[config.mk]
export PLATFORM = sky130hd
export DESIGN_NAME = tiered_overcurrent_trip_top_flat
export DESIGN_NICKNAME = d
export VERILOG_FILES = /design/src/rtl/toc_pkg.sv /design/src/rtl/toc_if.sv /design/src/rtl/tiered_overcurrent_trip_top.sv /design/src/rtl/toc_csr.sv /design/src/rtl/toc_tier.sv /design/src/flat_wrapper.sv
export SDC_FILE = /design/constraint.sdc
export NUM_CORES = 1
export LEC_CHECK = 0
export BUFFER_PORTS_ARGS = -buffer_cell sky130_fd_sc_hd__buf_2
export CELL_PAD_IN_SITES_DETAIL_PLACEMENT = 0
export CELL_PAD_IN_SITES_GLOBAL_PLACEMENT = 1
export CORE_MARGIN = 2
export CORE_UTILIZATION = 30
export DETAILED_ROUTE_END_ITERATION = 7
export PLACE_DENSITY_LB_ADDON = 0.1
export SLEW_MARGIN = 20
export SYNTH_ARGS = -nofsm -noshare
export SYNTH_HDL_FRONTEND = slang
export SYNTH_SLANG_ARGS = --single-unit
[constraint.sdc]
create_clock -name clock -period 6.8 [get_ports clock]
set_input_delay 1.36 -clock clock [delete_from_list [all_inputs] [get_ports clock]]
set_output_delay 1.36 -clock clock [all_outputs]
set_load 0.005 [all_outputs]
[src/rtl/toc_pkg.sv]
`default_nettype none
// ----------------------------------------------------------------------------
// Tiered overcurrent trip package
// Shared widths, codes, reset values and structure types for the trip block.
// ----------------------------------------------------------------------------
package toc_pkg;

   localparam int TIER_COUNT = 3;
   localparam int TIER_SLOTS = 3;
   localparam int TIME_WIDTH = 48;

   localparam int NOW_W      = 48;
   localparam int CUR_W      = 16;
   localparam int THR_W      = 15;
   localparam int DWELL_W    = 24;
   localparam int CSR_IDX_W  = 3;
   localparam int CSR_DATA_W = 24;
   localparam int TIER_IDX_W = 2;

   typedef logic [TIME_WIDTH-1:0] time_type;

   typedef enum logic [CSR_IDX_W-1:0] {
      CSR_TIER0_THRESHOLD = 3'd0,
      CSR_TIER0_DWELL     = 3'd1,
      CSR_TIER1_THRESHOLD = 3'd2,
      CSR_TIER1_DWELL     = 3'd3,
      CSR_TIER2_THRESHOLD = 3'd4,
      CSR_TIER2_DWELL     = 3'd5,
      CSR_SAMPLE_INTERVAL = 3'd6
   } csr_index_type;

   localparam logic MODE_SAMPLE = 1'b0;
   localparam logic MODE_RELAY  = 1'b1;

   localparam logic [THR_W-1:0]   TIER0_THR_RESET   = 15'd10000;
   localparam logic [DWELL_W-1:0] TIER0_DWELL_RESET = 24'd0;
   localparam logic [THR_W-1:0]   TIER1_THR_RESET   = 15'd6000;
   localparam logic [DWELL_W-1:0] TIER1_DWELL_RESET = 24'd200000;
   localparam logic [THR_W-1:0]   TIER2_THR_RESET   = 15'd4000;
   localparam logic [DWELL_W-1:0] TIER2_DWELL_RESET = 24'd2000000;
   localparam logic [DWELL_W-1:0] INTERVAL_RESET    = 24'd1000;

   typedef struct packed {
      logic [TIER_SLOTS-1:0][THR_W-1:0]   threshold;
      logic [TIER_SLOTS-1:0][DWELL_W-1:0] dwell;
      logic [DWELL_W-1:0]                 interval;
   } cfg_type;

   typedef struct packed {
      logic update;
      logic clear;
   } tier_ctrl_type;

endpackage
`default_nettype wire

[src/rtl/toc_if.sv]
`default_nettype none
// ----------------------------------------------------------------------------
// Tiered overcurrent trip channels
// Valid/ready channels for requests, responses and register writes.
// ----------------------------------------------------------------------------
interface toc_req_if import toc_pkg::*; ();
   logic                    valid;
   logic                    ready;
   logic                    mode;
   logic                    relay_value;
   logic [NOW_W-1:0]        now_us;
   logic signed [CUR_W-1:0] current_ma;

   modport source(output valid, mode, relay_value, now_us, current_ma, input ready);
   modport sink(input valid, mode, relay_value, now_us, current_ma, output ready);
endinterface

interface toc_rsp_if import toc_pkg::*; ();
   logic                  valid;
   logic                  ready;
   logic                  enabled;
   logic                  tripped;
   logic                  trip_now;
   logic [TIER_IDX_W-1:0] trip_tier;
   logic                  write_refused;

   modport source(output valid, enabled, tripped, trip_now, trip_tier, write_refused,
                  input ready);
   modport sink(input valid, enabled, tripped, trip_now, trip_tier, write_refused,
                output ready);
endinterface

interface toc_csr_if import toc_pkg::*; ();
   logic                  valid;
   logic                  ready;
   logic [CSR_IDX_W-1:0]  index;
   logic [CSR_DATA_W-1:0] data;

   modport source(output valid, index, data, input ready);
   modport sink(input valid, index, data, output ready);
endinterface
`default_nettype wire

[src/rtl/tiered_overcurrent_trip_top.sv]
`default_nettype none
// ----------------------------------------------------------------------------
// Tiered overcurrent trip
// Current samples and relay writes in, one status beat out per request beat.
// ----------------------------------------------------------------------------
// While not stalled, the block accepts one request beat per clock and
// returns one response beat for each: the beat enters an input register;
// when it moves on, all tiers are evaluated in parallel, the enable flag,
// trip latch, last sample time and tier timers are updated and the response
// register loaded. The state is updated with the response register, so the
// following beat always sees it. Output stalls hold the input register only
// while the response register is still full. Register writes take effect
// at once and are meant for idle periods; there is no startup clearing pass.
// ----------------------------------------------------------------------------
module tiered_overcurrent_trip_top import toc_pkg::*; (
   input  wire logic clock,
   input  wire logic reset,
   toc_req_if.sink   req_bus,
   toc_rsp_if.source rsp_bus,
   toc_csr_if.sink   csr_bus
);

   cfg_type cfg;

   // Input register.
   logic                    s1_valid_ff;
   logic                    s1_mode_ff;
   logic                    s1_relay_ff;
   time_type                s1_now_ff;
   logic signed [CUR_W-1:0] s1_cur_ff;

   // Block state.
   logic     enable_ff, enable_in;
   logic     latch_ff, latch_in;
   time_type last_ff, last_in;

   // Response register.
   logic                  rsp_valid_ff;
   logic                  rsp_enabled_ff, rsp_tripped_ff, rsp_trip_now_ff, rsp_refused_ff;
   logic [TIER_IDX_W-1:0] rsp_tier_ff;

   logic                  advance, s1_go, req_go;
   logic                  sample_live, interval_ok, check, clear_timers;
   logic [TIER_COUNT-1:0] tier_trip, blocked;
   logic                  trip_any, refused;
   logic [TIER_IDX_W-1:0] trip_tier;
   tier_ctrl_type         tier_ctrl [TIER_COUNT];

   toc_csr u_csr (
      .clock   (clock),
      .reset   (reset),
      .csr_bus (csr_bus),
      .cfg     (cfg)
   );

   assign advance       = !rsp_valid_ff || rsp_bus.ready;
   assign s1_go         = s1_valid_ff && advance;
   assign req_bus.ready = !s1_valid_ff || advance;
   assign req_go        = req_bus.valid && req_bus.ready;

   assign sample_live  = (s1_mode_ff == MODE_SAMPLE) && !latch_ff;
   assign interval_ok  = time_type'(s1_now_ff - last_ff) >= TIME_WIDTH'(cfg.interval);
   assign check        = sample_live && enable_ff && interval_ok;
   assign clear_timers = sample_live && !enable_ff;

   for (genvar k = 0; k < TIER_COUNT; k++) begin : g_tier
      assign tier_ctrl[k].update = s1_go && check && !blocked[k];
      assign tier_ctrl[k].clear  = s1_go && clear_timers;

      toc_tier u_tier (
         .clock     (clock),
         .reset     (reset),
         .ctrl      (tier_ctrl[k]),
         .now       (s1_now_ff),
         .current   (s1_cur_ff),
         .threshold (cfg.threshold[k]),
         .dwell     (cfg.dwell[k]),
         .trip      (tier_trip[k])
      );
   end

   // Lowest tripping tier wins; tiers above it keep their timers.
   always_comb begin
      blocked   = '0;
      trip_tier = '0;
      for (int k = 1; k < TIER_COUNT; k++) begin
         blocked[k] = blocked[k-1] || tier_trip[k-1];
      end
      for (int k = TIER_COUNT - 1; k >= 0; k--) begin
         if (tier_trip[k]) begin
            trip_tier = TIER_IDX_W'(k);
         end
      end
      if (!check) begin
         trip_tier = '0;
      end
   end

   assign trip_any = check && (|tier_trip);

   always_comb begin
      enable_in = enable_ff;
      latch_in  = latch_ff;
      last_in   = last_ff;
      refused   = 1'b0;
      if (s1_mode_ff == MODE_RELAY) begin
         if (!s1_relay_ff) begin
            enable_in = 1'b0;
            latch_in  = 1'b0;
         end else if (latch_ff) begin
            refused = 1'b1;
         end else begin
            enable_in = 1'b1;
         end
      end else if (check) begin
         last_in = s1_now_ff;
         if (trip_any) begin
            enable_in = 1'b0;
            latch_in  = 1'b1;
         end
      end
   end

   always_ff @(posedge clock) begin
      if (reset) begin
         s1_valid_ff  <= 1'b0;
         rsp_valid_ff <= 1'b0;
         enable_ff    <= 1'b0;
         latch_ff     <= 1'b0;
         last_ff      <= '0;
      end else begin
         if (req_bus.ready) begin
            s1_valid_ff <= req_bus.valid;
         end
         if (advance) begin
            rsp_valid_ff <= s1_valid_ff;
         end
         if (s1_go) begin
            enable_ff <= enable_in;
            latch_ff  <= latch_in;
            last_ff   <= last_in;
         end
      end
   end

   always_ff @(posedge clock) begin
      if (req_go) begin
         s1_mode_ff  <= req_bus.mode;
         s1_relay_ff <= req_bus.relay_value;
         s1_now_ff   <= TIME_WIDTH'(req_bus.now_us);
         s1_cur_ff   <= req_bus.current_ma;
      end
      if (s1_go) begin
         rsp_enabled_ff  <= enable_in;
         rsp_tripped_ff  <= latch_in;
         rsp_trip_now_ff <= trip_any;
         rsp_tier_ff     <= trip_tier;
         rsp_refused_ff  <= refused;
      end
   end

   assign rsp_bus.valid         = rsp_valid_ff;
   assign rsp_bus.enabled       = rsp_enabled_ff;
   assign rsp_bus.tripped       = rsp_tripped_ff;
   assign rsp_bus.trip_now      = rsp_trip_now_ff;
   assign rsp_bus.trip_tier     = rsp_tier_ff;
   assign rsp_bus.write_refused = rsp_refused_ff;

   // The latch and the enable flag are never set together.
   a_latch_disables : assert property (@(posedge clock) disable iff (reset)
      !(latch_ff && enable_ff))
      else $error("trip latch set while enabled");

   // A fresh trip leaves the block latched and disabled.
   a_trip_state : assert property (@(posedge clock) disable iff (reset)
      (rsp_valid_ff && rsp_trip_now_ff) |-> (rsp_tripped_ff && !rsp_enabled_ff))
      else $error("trip response without latched state");

   // The tier index only carries meaning together with a trip.
   a_tier_zero : assert property (@(posedge clock) disable iff (reset)
      (rsp_valid_ff && !rsp_trip_now_ff) |-> (rsp_tier_ff == '0))
      else $error("trip tier set without a trip");

   // A refused write never coincides with a trip and never changes state.
   a_refused_quiet : assert property (@(posedge clock) disable iff (reset)
      (s1_go && refused) |=> ($stable(latch_ff) && $stable(enable_ff) && latch_ff))
      else $error("refused write changed state");

endmodule
`default_nettype wire

[src/rtl/toc_csr.sv]
`default_nettype none
// ----------------------------------------------------------------------------
// Tiered overcurrent trip register file
// Holds the tier thresholds, dwell times and the sample interval.
// ----------------------------------------------------------------------------
module toc_csr import toc_pkg::*; (
   input  wire logic  clock,
   input  wire logic  reset,
   toc_csr_if.sink    csr_bus,
   output cfg_type    cfg
);

   cfg_type cfg_ff, cfg_in;

   assign csr_bus.ready = 1'b1;
   assign cfg = cfg_ff;

   always_comb begin
      cfg_in = cfg_ff;
      if (csr_bus.valid) begin
         unique case (csr_index_type'(csr_bus.index))
            CSR_TIER0_THRESHOLD: cfg_in.threshold[0] = csr_bus.data[THR_W-1:0];
            CSR_TIER0_DWELL:     cfg_in.dwell[0]     = csr_bus.data[DWELL_W-1:0];
            CSR_TIER1_THRESHOLD: cfg_in.threshold[1] = csr_bus.data[THR_W-1:0];
            CSR_TIER1_DWELL:     cfg_in.dwell[1]     = csr_bus.data[DWELL_W-1:0];
            CSR_TIER2_THRESHOLD: cfg_in.threshold[2] = csr_bus.data[THR_W-1:0];
            CSR_TIER2_DWELL:     cfg_in.dwell[2]     = csr_bus.data[DWELL_W-1:0];
            CSR_SAMPLE_INTERVAL: cfg_in.interval     = csr_bus.data[DWELL_W-1:0];
            default:             cfg_in = cfg_ff;
         endcase
      end
   end

   always_ff @(posedge clock) begin
      if (reset) begin
         cfg_ff.threshold[0] <= TIER0_THR_RESET;
         cfg_ff.dwell[0]     <= TIER0_DWELL_RESET;
         cfg_ff.threshold[1] <= TIER1_THR_RESET;
         cfg_ff.dwell[1]     <= TIER1_DWELL_RESET;
         cfg_ff.threshold[2] <= TIER2_THR_RESET;
         cfg_ff.dwell[2]     <= TIER2_DWELL_RESET;
         cfg_ff.interval     <= INTERVAL_RESET;
      end else begin
         cfg_ff <= cfg_in;
      end
   end

endmodule
`default_nettype wire

[src/rtl/toc_tier.sv]
`default_nettype none
// ----------------------------------------------------------------------------
// Tiered overcurrent trip tier timer
// One tier: threshold compare, dwell timer and trip decision.
// ----------------------------------------------------------------------------
module toc_tier import toc_pkg::*; (
   input  wire logic                    clock,
   input  wire logic                    reset,
   input  wire tier_ctrl_type           ctrl,
   input  wire time_type                now,
   input  wire logic signed [CUR_W-1:0] current,
   input  wire logic [THR_W-1:0]        threshold,
   input  wire logic [DWELL_W-1:0]      dwell,
   output logic                         trip
);

   logic     running_ff, running_in;
   time_type start_ff, start_in;
   time_type start_eff;
   time_type elapsed;
   logic     at_threshold;

   assign at_threshold = current >= $signed({1'b0, threshold});

   // A timer that is not yet running starts with this very sample.
   assign start_eff = running_ff ? start_ff : now;
   assign elapsed   = now - start_eff;
   assign trip      = at_threshold && (elapsed >= TIME_WIDTH'(dwell));

   always_comb begin
      running_in = running_ff;
      start_in   = start_ff;
      if (ctrl.clear) begin
         running_in = 1'b0;
      end else if (ctrl.update) begin
         running_in = at_threshold;
         start_in   = start_eff;
      end
   end

   always_ff @(posedge clock) begin
      if (reset) begin
         running_ff <= 1'b0;
      end else begin
         running_ff <= running_in;
      end
      start_ff <= start_in;
   end

endmodule
`default_nettype wire

[src/flat_wrapper.sv]
// flat-port wrapper written by rule: the top's interface ports become plain ports
module tiered_overcurrent_trip_top_flat import toc_pkg::*;
  (clock, reset, req_bus_valid, req_bus_mode, req_bus_relay_value, req_bus_now_us, req_bus_current_ma, req_bus_ready, rsp_bus_valid, rsp_bus_enabled, rsp_bus_tripped, rsp_bus_trip_now, rsp_bus_trip_tier, rsp_bus_write_refused, rsp_bus_ready, csr_bus_valid, csr_bus_index, csr_bus_data, csr_bus_ready);
  toc_req_if req_bus_i ();
  toc_rsp_if rsp_bus_i ();
  toc_csr_if csr_bus_i ();
  input  wire logic clock;
  input  wire logic reset;
  input wire logic [$bits(req_bus_i.valid)-1:0] req_bus_valid;
  input wire logic [$bits(req_bus_i.mode)-1:0] req_bus_mode;
  input wire logic [$bits(req_bus_i.relay_value)-1:0] req_bus_relay_value;
  input wire logic [$bits(req_bus_i.now_us)-1:0] req_bus_now_us;
  input wire logic [$bits(req_bus_i.current_ma)-1:0] req_bus_current_ma;
  output wire logic [$bits(req_bus_i.ready)-1:0] req_bus_ready;
  output wire logic [$bits(rsp_bus_i.valid)-1:0] rsp_bus_valid;
  output wire logic [$bits(rsp_bus_i.enabled)-1:0] rsp_bus_enabled;
  output wire logic [$bits(rsp_bus_i.tripped)-1:0] rsp_bus_tripped;
  output wire logic [$bits(rsp_bus_i.trip_now)-1:0] rsp_bus_trip_now;
  output wire logic [$bits(rsp_bus_i.trip_tier)-1:0] rsp_bus_trip_tier;
  output wire logic [$bits(rsp_bus_i.write_refused)-1:0] rsp_bus_write_refused;
  input wire logic [$bits(rsp_bus_i.ready)-1:0] rsp_bus_ready;
  input wire logic [$bits(csr_bus_i.valid)-1:0] csr_bus_valid;
  input wire logic [$bits(csr_bus_i.index)-1:0] csr_bus_index;
  input wire logic [$bits(csr_bus_i.data)-1:0] csr_bus_data;
  output wire logic [$bits(csr_bus_i.ready)-1:0] csr_bus_ready;
  assign req_bus_i.valid = req_bus_valid;
  assign req_bus_i.mode = req_bus_mode;
  assign req_bus_i.relay_value = req_bus_relay_value;
  assign req_bus_i.now_us = req_bus_now_us;
  assign req_bus_i.current_ma = req_bus_current_ma;
  assign req_bus_ready = req_bus_i.ready;
  assign rsp_bus_valid = rsp_bus_i.valid;
  assign rsp_bus_enabled = rsp_bus_i.enabled;
  assign rsp_bus_tripped = rsp_bus_i.tripped;
  assign rsp_bus_trip_now = rsp_bus_i.trip_now;
  assign rsp_bus_trip_tier = rsp_bus_i.trip_tier;
  assign rsp_bus_write_refused = rsp_bus_i.write_refused;
  assign rsp_bus_i.ready = rsp_bus_ready;
  assign csr_bus_i.valid = csr_bus_valid;
  assign csr_bus_i.index = csr_bus_index;
  assign csr_bus_i.data = csr_bus_data;
  assign csr_bus_ready = csr_bus_i.ready;
  tiered_overcurrent_trip_top u_core (.clock(clock), .reset(reset), .req_bus(req_bus_i), .rsp_bus(rsp_bus_i), .csr_bus(csr_bus_i));
endmodule
==> run_results.csv, run 1 <==
group,metric,value,unit
cts,cts_buffers,56,
floorplanning,std_cell_rows,118,
placed_design,gp_congestion,0.882,
global_routing,grt_pass1_wl,169000,microns
flow_run,max_cap_viol_count,0,
floorplanning,core,103000,sq um
placed_design,place.detailed.hpwl,88300,microns
power,p_int,5.16,mW
route,wl_per_cell,21.5,microns
synthesis,synth_top_family_by_area,"compound AO/OA/AOI/OAI gates",
cts,cts_sinks,412,
sta,holdWs,451,ps
synthesis,synthSimpleGateAreaFrac,0.162,
power,switchingPower,2.48,mW
worst_setup_path,startpoint_type,"flop",
finish,final_util,0.345,
cts,clk_pin_slew,60,ps
synthesis,ys_types,91,
worst_hold_path,min_path_type,"reg -> reg",
sta,fin_crit,6430,ps
power,p_per_area,215,nW/um^2
worst_setup_path,max_stage_delay,450,ps
power,p_seq_frac,0.359,
cts,root_buffer,"clkbuf_16",
power,comb_power_share,0.245,
synthesis,syn_area_per_cell,8.32,sq um
worst_setup_path,path_common_cell,"a21oi_1",
global_routing,antenna_found_initial,2,
sta,fmax,0.155,GHz
synthesis,syn-num-nets,4182,
synthesis,synth_edf_count,216,
route,viasPerCell,5.15,
finish,stdcell_count,5272,
synthesis,syn_inst,3749,
cts,clockBufferDepth,3,
synthesis,async_reset_ff_frac,0,
synthesis,synthFlopType,"edfxtp_1",
finish,layout-drive-gt1-share,0.0882,
cts,htree_num_levels,2,
worst_setup_path,critPathKind,"reg -> reg",
floorplanning,initial_core_util,0.302,
power,pwr-share-clk,0.396,
synthesis,synth.area.top_cells,"edfxtp_1 (21%), ha_1 (13%), dfxtp_1 (13%)",
sta,fin_skew,35.9,ps
global_routing,grtUsageTotal,0.207,
floorplanning,dieArea,107000,sq um
synthesis,syn-cell-area,31200,sq um
outcome,outcome,"finished clean",
power,p_sw_frac,0.325,
cts,cts_tree,"yes",
synthesis,synth_seq_cells,412,
finish,fin_nets,4278,
worst_setup_path,cp.required,7270,ps
cts,clk_latency,670,ps
global_routing,grt_max_degree,86,
sta,final.period_utilization,0.946,
finish,final.fill_count,11000,
worst_setup_path,cp-startpoint,"u_core.s1_now_ff[0]",
worst_setup_path,critPathSlowestCell,"a2111oi_0",
sta,maxSlewViolCount,0,
worst_setup_path,arrival,6910,ps
floorplanning,pin_count,107,
global_routing,grt_overflow,0,
route,drtAntennaViolNets,0,
placed_design,port_buffers,105,
worst_setup_path,end_kind,"flop",
route,top_layer_used,"met4",
worst_hold_path,holdCritStartpoint,"u_core.last_ff[38]",
route,routed_wl,113000,microns
placed_design,placedCellCount,5148,
floorplanning,die_x,326,microns
floorplanning,chipHeight,326,microns
sta,setup_viol,0,
route,met2WireLength,49800,microns
worst_setup_path,cp_max_fo,28,
worst_setup_path,timing.rr.start,"u_core.s1_now_ff[0]",
route,drt_iter0_markers,1746,
route,drc,0,
sta,worst_slew_pin_slew,1090,ps
finish,areaGrowthSynthToFinish,14.3,%
route,via_count,27100,
route,drt-met1-wl,57100,microns
synthesis,yosys_warnings,0,
route,dr.pass1.iters,5,
sta,slew_headroom,0.275,
sta,tns,0,ps
synthesis,synth_xor_area_frac,0.0385,
sta,hold_viol_final,0,
global_routing,grt_pass1_vias,26800,
synthesis,synth_compound_area_frac,0.211,
synthesis,synthAdderAreaFrac,0.135,
synthesis,yosysSeqAreaShare,0.334,
synthesis,yosysMostFrequentCell,"nand2_1",
synthesis,synth_top_area_frac,0.208,
power,ir_worst_vdd,0.000185,V
route,wl_met3,3570,microns
synthesis,synth_mux_area_frac,0.0522,
synthesis,yosysTopAreaCell,"edfxtp_1",
power,p_leak,13.6,nW
synthesis,synth_common_cells,"nand2_1 (567), a21oi_1 (424), inv_1 (366)",
-- cells by family after synthesis --
kind of cell             after synthesis
AND/OR/NAND/NOR                     1115
AO/OA/AOI/OAI                       1050
buffers and inverters                537
flip-flops                           412
adder cells (fa/ha/maj)              335
multiplexers                         162
XOR/XNOR                             137
other                                  1
-- per-layer routing --
metal  GRT usage  vias up
met2       0.325      467
met4      0.0536        0
met3      0.0244      142
li1            -    13600
met1       0.300    12900
met5           0        -
-- through the flow --
step	worst slack [ps]	area, sq um	power [mW]
floorplan	77.9	31200	4.02
global placement	211	33600	4.67
detailed placement	125	33600	4.64
CTS	113	35400	7.74
global route	-19.2	35600	8.06
finish	368	35600	7.65
-- registers in the layout, indices dropped and copies added (netlist names) --
name	cells
u_core.rsp_bus.valid	1
u_core.rsp_bus.tripped	1
u_core.s1_now_ff	48
u_core.s1_valid_ff	1
u_core.s1_cur_ff	16
u_core.last_ff	48
u_core.rsp_bus.trip_tier	2
u_core.rsp_bus.enabled	1
u_core.rsp_bus.write_refused	1
u_core.g_tier.u_tier.running_ff	3
u_core.enable_ff	1
u_core.g_tier.u_tier.start_ff	144
u_core.u_csr.cfg	141
u_core.s1_relay_ff	1
u_core.rsp_bus.trip_now	1
u_core.s1_mode_ff	1
u_core.latch_ff	1
-- path summary, 6_finish.rpt --
check                           slack [ps]  depth (start not counted)            endpoint
worst max-delay path                   370                         29  u_core.last_ff[47]
worst min-delay path                   450                          2  u_core.last_ff[38]
worst max register to register         370                         29  u_core.last_ff[47]
worst min register to register         450                          2  u_core.last_ff[38]
-- layout by cell type, fill, tap and decap left out, drive strengths merged, types with 64 or more instances in the layout --
cell type | synthesis | routed
edfxtp | 216 | 216
mux2i | 156 | 156
xnor2 | 74 | 74
o21ai | 166 | 166
buf | 37 | 207
o211ai | 74 | 74
nand2 | 567 | 567
a21o | 87 | 87
nor2 | 176 | 176
o21a | 64 | 64
inv | 367 | 369
ha | 331 | 331
clkbuf | 133 | 84
dfxtp | 196 | 196
nand4 | 89 | 89
a21oi | 424 | 424
-- what timing repair did --
action,CTS,global route
hold endpoints to repair,0,0
setup endpoints to repair,0,62
gates resized for setup,0,12
hold buffers,0,0
setup buffers,0,18
-- final cells by class --
class	instances	area, sq um	share of cell area
Inverter	367	1380	0.0387
Sequential cell	412	10400	0.292
Clock inverter	21	230	0.00646
Clock buffer	83	1610	0.0453
Timing Repair Buffer	208	1450	0.0407
Tap cell	1380	1730	0.0484
Antenna cell	1	2.50	0.0000702
Multi-Input combinational cell	2800	18800	0.528
-- critical path, delay by kind of cell (launching register included) --
family | cells | cell delay [ps]
fa+ha+maj | 3 | 880
compound gates | 10 | 2300
simple gates | 8 | 1200
flops | 1 | 380
xor+xnor | 1 | 160
buf+inv | 7 | 1300
-- power groups by stage --
| stage | combinational, mW | sequential (mW) | clock (mW) |
|---|---|---|---|
| after global routing | 2.08 | 2.75 | 3.23 |
| final | 1.87 | 2.74 | 3.03 |
| after CTS | 1.85 | 2.75 | 3.14 |
| after detailed placement | 1.84 | 2.80 | 0 |
| after global placement | 1.87 | 2.80 | 0 |
| after floorplan | 1.26 | 2.76 | 0 |
No activity file was read; power rests on OpenSTA's default activity.
==> inputs of run 2 (changes only) <==
Settings changed: CAP_MARGIN set to 20, REMOVE_ABC_BUFFERS set to 1.
==> run 2 against run 1 <==
Net effect: sequential cell count stayed put; register-to-register slack gained 50 ps; largest cell class unchanged; routed wire length shrank 1.9%; die area did not move; clock-buffer cell count is 1 higher; sequential share of layout area is 0.20 points higher; combinational power hardly changed; power down 1.6%; non-clock buffer count shrank 16; cell count shrank 0.34%; core utilization fell by 0.24 points.
==> run_results.csv, run 2 (synthesis results as in run 1) <==
group,metric,value,unit
finish,top_register,"u_core.g_tier.u_tier.start_ff",
worst_setup_path,timing.rr.start,"u_core.s1_now_ff[1]",
global_routing,grt_max_degree,79,
worst_hold_path,min_path_type,"reg -> reg",
worst_setup_path,cp_max_fo,6,
worst_hold_path,holdCritStartpoint,"u_core.last_ff[37]",
power,finalPower,7.52,mW
floorplanning,pin_count,107,
cts,root_buffer,"clkbuf_16",
placed_design,post-place-ws,243,ps
worst_setup_path,arrival,6790,ps
cts,cts_tree,"yes",
cts,clk_pin_slew,60,ps
finish,stdcell_count,5254,
worst_hold_path,min_to,"u_core.last_ff[37]",
finish,layout-drive-gt1-share,0.0844,
floorplanning,chipHeight,326,microns
placed_design,port_buffers,105,
worst_hold_path,whs_path_depth,2,
cts,cts_sinks,412,
floorplanning,dieArea,107000,sq um
route,drc,0,
worst_setup_path,rr_worst_depth,23,
sta,setup_slack,417,ps
sta,worst_slew_pin_slew,1050,ps
finish,areaGrowthSynthToFinish,13.5,%
sta,final.period_utilization,0.939,
placed_design,placed_area,33500,sq um
placed_design,gp_congestion,0.858,
floorplanning,core,103000,sq um
power,ir_worst_vdd,0.000185,V
power,p_per_area,213,nW/um^2
worst_setup_path,regToRegSetupSlack,420,ps
cts,clockBufferDepth,3,
global_routing,grt_pass1_vias,26600,
floorplanning,std_cell_rows,118,
global_routing,grt_overflow,0,
cts,cts_buffers,54,
route,drtAntennaViolNets,0,
cts,clk_latency,670,ps
sta,holdWs,451,ps
worst_setup_path,r2r_end,"u_core.rsp_bus.tripped",
sta,fin_skew,66.2,ps
global_routing,grt_pass1_wl,167000,microns
sta,fmax,0.157,GHz
sta,slew_headroom,0.295,
finish,final_util,0.342,
placed_design,placedCellCount,5145,
route,viasPerCell,5.14,
outcome,outcome,"finished clean",
route,dr.pass1.iters,5,
global_routing,antenna_found_initial,5,
worst_setup_path,cp.required,7210,ps
cts,htree_num_levels,2,
sta,tns,0,ps
floorplanning,die_x,326,microns
route,wl_per_cell,21.2,microns
finish,fin_nets,4260,
sta,maxSlewViolCount,0,
route,drt_iter0_markers,1840,
global_routing,grtUsageTotal,0.205,
sta,fin_crit,6380,ps
floorplanning,initial_core_util,0.302,
worst_setup_path,critPathKind,"reg -> reg",
sta,setup_viol,0,
power,p_leak,13.4,nW
finish,final_common_cell,"nand2_1",
worst_setup_path,end_kind,"flop",
route,routed_wl,111000,microns
route,via_count,27000,
placed_design,place.detailed.hpwl,87300,microns
sta,hold_viol_final,0,
finish,most-common-layout-cells,"nand2_1 (567), a21oi_1 (423), inv_1 (364), ha_1 (330), edfxtp_1 (216)",
finish,fin_area,35400,sq um
worst_setup_path,startpoint_type,"flop",
flow_run,max_cap_viol_count,0,
finish,largest_register_ffs,144,
finish,final.fill_count,11000,
==> run 2: cell count changes in the layout (fill, tap and decap cells not counted), sizes merged <==
cell    before  now
buf        207  191
bufinv       4    3
clkbuf      84   85
clkinv      14   13
inv        369  368
==> run 2: cell type report <==
| type | instances | area, sq um | share of cell area |
|---|---|---|---|
| multi-input combinational | 2800 | 18800 | 0.532 |
| clock buffer | 84 | 1570 | 0.0442 |
| tap | 1380 | 1730 | 0.0488 |
| sequential | 412 | 10400 | 0.294 |
| timing repair buffer | 192 | 1270 | 0.0360 |
| clock inverter | 18 | 201 | 0.00569 |
| inverter | 367 | 1380 | 0.0391 |
| antenna | 1 | 2.50 | 0.0000707 |
==> run 2: critical path, stage by stage, from the launching register on <==
cell and delay [ps]:
edfxtp_1 530, buf_4 250, mux2i_1 310, fa_1 290
a21oi_1 90, nand4b_1 260, a211oi_1 440, nor3_2 110
nor2_1 130, nor2_1 90, o21ba_2 240, o21ai_0 310
xor2_1 190, ha_1 270, nand4_1 100, or4_1 160
o211ai_1 100, or3_1 310, or4_1 520, or4_1 510
nor4_1 300, a31oi_1 240, nor3_4 260, o22ai_1 110
==> run 2: repair_timing <==
action / CTS / global route
endpoints found under the setup margin: 0 / 180
buffers inserted: 0 / 5
hold buffers: 0 / 0
resized for setup: 0 / 23
==> run 2: power breakdown <==
group / total (mW) / switching (mW) / internal (mW)
Clock: 2.92 / 1.22 / 1.69
Combinational: 1.85 / 1.15 / 0.701
Sequential: 2.75 / 0.0805 / 2.67
Total: 7.52 / 2.46 / 5.07
==> run 2: worst max path at each step <==
stage | startpoint | to | slack, ps | cells past startpoint
detailed placement | u_core.g_tier[0].u_tier.running_ff | u_core.g_tier[1].u_tier.running_ff | 240 | 25
global route | u_core.s1_now_ff[0] | u_core.g_tier[2].u_tier.start_ff[36] | -20 | 25
global placement | u_core.g_tier[2].u_tier.running_ff | u_core.rsp_bus.tripped | 220 | 21
floorplan | u_core.g_tier[0].u_tier.running_ff | u_core.g_tier[1].u_tier.start_ff[0] | -1860 | 21
finish | u_core.s1_now_ff[1] | u_core.rsp_bus.tripped | 420 | 23
CTS | u_core.g_tier[1].u_tier.running_ff | u_core.g_tier[2].u_tier.start_ff[35] | 180 | 24
==> run 2: routing by layer <==
layer  wire [microns]  vias up  global-route usage
met3             3950      121              0.0213
met4             2350        0              0.0477
met5                0        -                   0
met2            48000      450               0.315
met1            56800    12800               0.306
li1                 -    13600                   -
